**config.mk**
```make
export PLATFORM = sky130hd
export DESIGN_NAME = spvp_fifo
export DESIGN_NICKNAME = d
export VERILOG_FILES = /design/src/hdl/spvp_pkg.sv /design/src/hdl/spvp_fifo.sv
export VERILOG_INCLUDE_DIRS = /design/src /design/src/hdl
export SDC_FILE = /design/constraint.sdc
export NUM_CORES = 1
export LEC_CHECK = 0
export BUFFER_PORTS_ARGS = -buffer_cell sky130_fd_sc_hd__buf_2
export CAP_MARGIN = 40
export CORE_MARGIN = 5
export CORE_UTILIZATION = 55
export DETAILED_ROUTE_END_ITERATION = 7
export PLACE_DENSITY_LB_ADDON = 0.1
export SYNTH_ARGS = -nofsm -noshare
export SYNTH_HDL_FRONTEND = slang
export SYNTH_SLANG_ARGS = --single-unit
```
**constraint.sdc**
```tcl
create_clock -name i_clk -period 7.6 [get_ports i_clk]
set_input_delay 0.76 -clock i_clk [delete_from_list [all_inputs] [get_ports i_clk]]
set_output_delay 0.76 -clock i_clk [all_outputs]
set_load 0.03 [all_outputs]
```
**src/hdl/assert_macros.svh**
```systemverilog
// ----------------------------------------------------------------------------
// Assertion macros
// Clocked property checks shared by the peak/phase-vocoder RTL.
// ----------------------------------------------------------------------------
`ifndef ASSERT_MACROS_SVH
`define ASSERT_MACROS_SVH

// property holds at every edge outside reset
`define SPVP_ASSERT(lbl, clk, rst_n, prop, msg) \
    lbl: assert property (@(posedge clk) disable iff (!rst_n) prop) else $error(msg);

// consequent holds on the edge after the antecedent
`define SPVP_ASSERT_NEXT(lbl, clk, rst_n, ante, cons, msg) \
    lbl: assert property (@(posedge clk) disable iff (!rst_n) (ante) |=> (cons)) else $error(msg);

`endif

```
**src/hdl/spvp_pkg.sv**
```systemverilog
// ----------------------------------------------------------------------------
// spvp_pkg
// Types and constants for the spectral peak phase-vocoder pitch estimator.
// ----------------------------------------------------------------------------
package spvp_pkg;

    localparam int XFORM_LEN_DEF = 1024;
    localparam int FIFO_DEPTH    = 2;

    localparam int MAG_W     = 32;
    localparam int PHASE_W   = 16;
    localparam int PEAK_BIN_W = 9;
    localparam int COARSE_W  = 25;
    localparam int REF_W     = 24;
    localparam int TURN_W    = 6;
    localparam int D15_W     = PHASE_W + 1;

    localparam int CFG_W     = 16;
    localparam int CFG_IDX_W = 2;
    localparam int CNT_CFG_W = 7;

    // estimate = (d15 + k*2^15) * hop, signed
    localparam int EST_W = 41;
    localparam int RND_W = EST_W - 15;

    localparam logic signed [RND_W-1:0] REF_MIN = RND_W'(-65536);
    localparam logic signed [RND_W-1:0] REF_MAX = RND_W'(4259775);

    localparam logic [CFG_IDX_W-1:0] CFG_BIN_WIDTH = 2'd0;
    localparam logic [CFG_IDX_W-1:0] CFG_HOP_RATE  = 2'd1;
    localparam logic [CFG_IDX_W-1:0] CFG_CAND_CNT  = 2'd2;

    localparam logic [CFG_W-1:0]     BIN_WIDTH_RST = 16'd10000;
    localparam logic [CFG_W-1:0]     HOP_RATE_RST  = 16'd10000;
    localparam logic [CNT_CFG_W-1:0] CAND_CNT_RST  = 7'd25;
    localparam logic [CNT_CFG_W-1:0] CAND_CNT_MAX  = 7'd64;

    typedef struct packed {
        logic [PEAK_BIN_W-1:0]     peak_bin;
        logic signed [PHASE_W-1:0] peak_phase;
        logic signed [D15_W-1:0]   d15;
    } t_frame;

    typedef enum logic [2:0] {
        BK_IDLE,
        BK_SETUP,
        BK_SEARCH,
        BK_DRAIN,
        BK_FINISH
    } t_back_state;

endpackage

```
**src/hdl/spvp_fifo.sv**
```systemverilog
// ----------------------------------------------------------------------------
// spvp_fifo
// Short frame queue between the peak tracker and the offset search.
// ----------------------------------------------------------------------------
`include "assert_macros.svh"

module spvp_fifo
    import spvp_pkg::*;
#(
    parameter int DEPTH = FIFO_DEPTH
) (
    input  logic   i_clk,
    input  logic   i_rst_n,
    input  logic   i_push,
    input  t_frame i_frame,
    input  logic   i_pop,
    output t_frame o_frame,
    output logic   o_full,
    output logic   o_empty
);

    localparam int PTR_W = (DEPTH > 1) ? $clog2(DEPTH) : 1;
    localparam int CNT_W = $clog2(DEPTH + 1);

    t_frame           r_mem [DEPTH];
    logic [PTR_W-1:0] r_wr;
    logic [PTR_W-1:0] r_rd;
    logic [CNT_W-1:0] r_cnt;

    assign o_full  = r_cnt == CNT_W'(DEPTH);
    assign o_empty = r_cnt == '0;
    assign o_frame = r_mem[r_rd];

    always_ff @(posedge i_clk) begin
        if (i_push) begin
            r_mem[r_wr] <= i_frame;
        end
    end

    always_ff @(posedge i_clk) begin
        if (!i_rst_n) begin
            r_wr  <= '0;
            r_rd  <= '0;
            r_cnt <= '0;
        end else begin
            if (i_push) begin
                r_wr <= (r_wr == PTR_W'(DEPTH - 1)) ? '0 : r_wr + 1'b1;
            end
            if (i_pop) begin
                r_rd <= (r_rd == PTR_W'(DEPTH - 1)) ? '0 : r_rd + 1'b1;
            end
            if (i_push && !i_pop) begin
                r_cnt <= r_cnt + 1'b1;
            end else if (i_pop && !i_push) begin
                r_cnt <= r_cnt - 1'b1;
            end
        end
    end

    `SPVP_ASSERT(a_no_overflow, i_clk, i_rst_n, i_push |-> !o_full, "frame pushed into full queue")
    `SPVP_ASSERT(a_no_underflow, i_clk, i_rst_n, i_pop |-> !o_empty, "pop from empty queue")
    `SPVP_ASSERT(a_cnt_bound, i_clk, i_rst_n, r_cnt <= CNT_W'(DEPTH), "queue count out of range")

endmodule

```
==> impl_metrics.tcl <==
set metrics [dict create \
    clkTransAtPathRegs_ns 0.08 \
    seqCellArea_um2 2624 \
    synth_edf_count 84 \
    cts_tree "yes" \
    cpPeakStageDelay_ns 0.53 \
    overflow 0 \
    fin_crit_sh 0.3187 \
    grt_pass1_wl_um 8107 \
    cp_slowest_cell "dfxtp_2" \
    hold_path.class "register to register" \
    initial_utilization 0.5587 \
    tns_ns 0 \
    drc 0 \
    yosys.area.top_type "edfxtp_1" \
    highest_layer "met4" \
    dp_cells 315 \
    grt_pass1_vias 1728 \
    final_antenna_net_count 0 \
    yosysWarnings 0 \
    synthArstFlopShare 0 \
    max_freq_mhz 412.9 \
    core_um2 5816 \
    syn_nets 200 \
    die_y_um 86.87 \
    ios 90 \
    worst-slew-pin-transition_ns 0.6161 \
    hold_buffers 0 \
    grt_max_degree 32 \
    crit_arrival_ns 1.66 \
    irDropWorstVdd_mv 0.1858 \
    final_nets 298 \
    track_usage 0.1459 \
    cts_resized 0 \
    drt_first_iter_violations 106 \
    cts_buffer_depth 2 \
    clk_latency_ns 0.33 \
    yosys-top-cells-count "edfxtp_1, mux2_2, dfxtp_1, and2_1, buf_4" \
    status "finished clean" \
    antenna_found_initial 0 \
    cts_sinks 89 \
    avgSynthCellArea_um2 21.24 \
    portBuffers 89 \
    dieWidth_um 86.87 \
    maxSlewHeadroom 0.5884 \
    start_kind "register" \
    hpwl_um 3576 \
    fin_crit_ns 2.422 \
    numCtsBuffers 9 \
    root_buffer "clkbuf_8" \
    post_cts_buffers 0 \
    cp_max_fo 31 \
    finalSetupViolCount 0 \
    clock_skew_ns 0.002813 \
    synth_area_leaders "edfxtp_1, mux2_2, dfxtp_1" \
    crit_chain "buf_12, mux2_2, buf_2" \
    rsz0062_at_grt "false" \
    detail_route.wl_per_cell_um 15.88 \
    power.leakage_nw 1.525 \
    antenna_cells 0 \
    synth-seq-cells 89 \
    drv_cap 0 \
    h-tree-depth 3 \
    final_util 0.6893 \
    worst-setup-path-type "register to output pin" \
    m1WireLength_um 2191 \
    vias_per_cell 4.985 \
    route.met2.wl_um 2631 \
    yosysTopAreaCellShare 0.7763 \
    final_hold_viol_count 0 \
    rows 28 \
    nFillCells 420 \
    seq_area_frac_synth 0.8071 \
    crit_required_ns 6.84 \
    syn-instance-count 153 \
    ys.flop_type "edfxtp_1" \
    die_area_um2 7546 \
    p_per_area_nw_per_um2 261.2 \
    final_cells 329 \
    routed-wl-met3_um 315 \
    end_kind "output pin" \
    netlist_area_um2 3249 \
    multi_input_area_um2 596.8 \
    drt-pass1-iter-count 4 \
    slew_viol_final 0 \
    synthToLayoutAreaGrowth_pct 23.37 \
    drive_above_1_share 0.5945 \
    synth_most_common_cell "edfxtp_1" \
    via_count 1640 \
    yosysUniqueCellTypes 17 \
    routed_wirelength_um 5226 \
    gp_congestion 0.6713 \
]
==> sequential cells by signal, indices dropped and copies added (netlist names), named ones only <==
| name | flops |
|---|---|
| r_rd | 1 |
| r_cnt | 2 |
| r_wr | 1 |
| r_mem | 84 |
==> layout by cell type, fill, tap and decap left out <==
cell | synthesis | final
dfxtp_1 | 5 | 4
buf_4 | 4 | 1
o21a_1 | 1 | 1
nor2b_1 | 2 | 1
a21boi_1 | 1 | 1
bufinv_16 | 0 | 2
or3_1 | 1 | 1
inv_1 | 1 | 1
nor2_1 | 1 | 1
mux2_2 | 42 | 42
clkinv_2 | 0 | 2
and2b_2 | 1 | 1
o21ai_0 | 1 | 1
and2_2 | 0 | 1
edfxtp_1 | 84 | 84
dfxtp_2 | 0 | 1
buf_12 | 0 | 2
and2_1 | 4 | 3
buf_2 | 1 | 89
clkbuf_1 | 0 | 1
xnor2_1 | 1 | 1
xor2_1 | 2 | 2
clkbuf_8 | 0 | 9
nor2b_4 | 0 | 1
ha_1 | 1 | 1
==> cell type report <==
class / count / share of cell area
inverter: 1 / 0.0009363
tap: 75 / 0.02341
clock buffer: 10 / 0.03184
multi-input combinational: 58 / 0.1489
timing repair buffer: 92 / 0.1230
sequential: 89 / 0.6545
clock inverter: 4 / 0.01748
==> where the power goes <==
part / internal [mW] / switching, mW / total (mW) / leakage (nW)
Clock: 0.181 / 0.143 / 0.324 / 0.102
Sequential: 0.565 / 0.00991 / 0.575 / 0.830
Combinational: 0.0565 / 0.0916 / 0.148 / 0.593
==> critical path, delay by kind of cell (launching register included) <==
| kind | cells | cell delay (ns) |
|---|---|---|
| buffers and inverters | 2 | 0.43 |
| flip-flops | 1 | 0.53 |
| multiplexers | 1 | 0.36 |
==> path summary, 6_finish.rpt <==
path,startpoint,to,slack [ns],cells past startpoint
min reg2reg,r_cnt[1],r_cnt[1],0.53,2
max,register,o_frame[17],5.18,3
min,r_cnt[1],r_cnt[1],0.53,2
max reg2reg,r_wr,r_mem[0][28],5.99,2
==> metrics by stage <==
stage | setup WS [ns] | cell area (um^2) | hold WS (ns) | power [mW]
3_3_place_gp | 5.207 | 3771 | 0.4990 | 0.7304
6_report | 5.178 | 4009 | 0.5252 | 1.047
2_1_floorplan | 4.487 | 3249 | 0.4662 | 0.6875
4_1_cts | 5.131 | 4009 | 0.5196 | 1.056
5_1_grt | 5.075 | 4009 | 0.5596 | 1.090
3_5_place_dp | 5.364 | 3811 | 0.5049 | 0.7366
==> metal layers <==
| metal | track usage | vias to the layer above |
|---|---|---|
| li1 | - | 785 |
| met1 | 0.1879 | 796 |
| met2 | 0.2346 | 50 |
| met3 | 0.03500 | 9 |
| met4 | 0.06799 | 0 |
| met5 | 0 | - |
==> logic make-up after synthesis <==
logic type | share of synthesized area
and+or+nand+nor | 0.01733
DFF | 0.8071
buffers and inverters | 0.01193
AOI/OAI and AO/OA | 0.006161
muxes | 0.1456
adders and majority gates | 0.003850
xor gates and xnor gates | 0.008088
No activity file was read; power rests on OpenSTA's default activity.
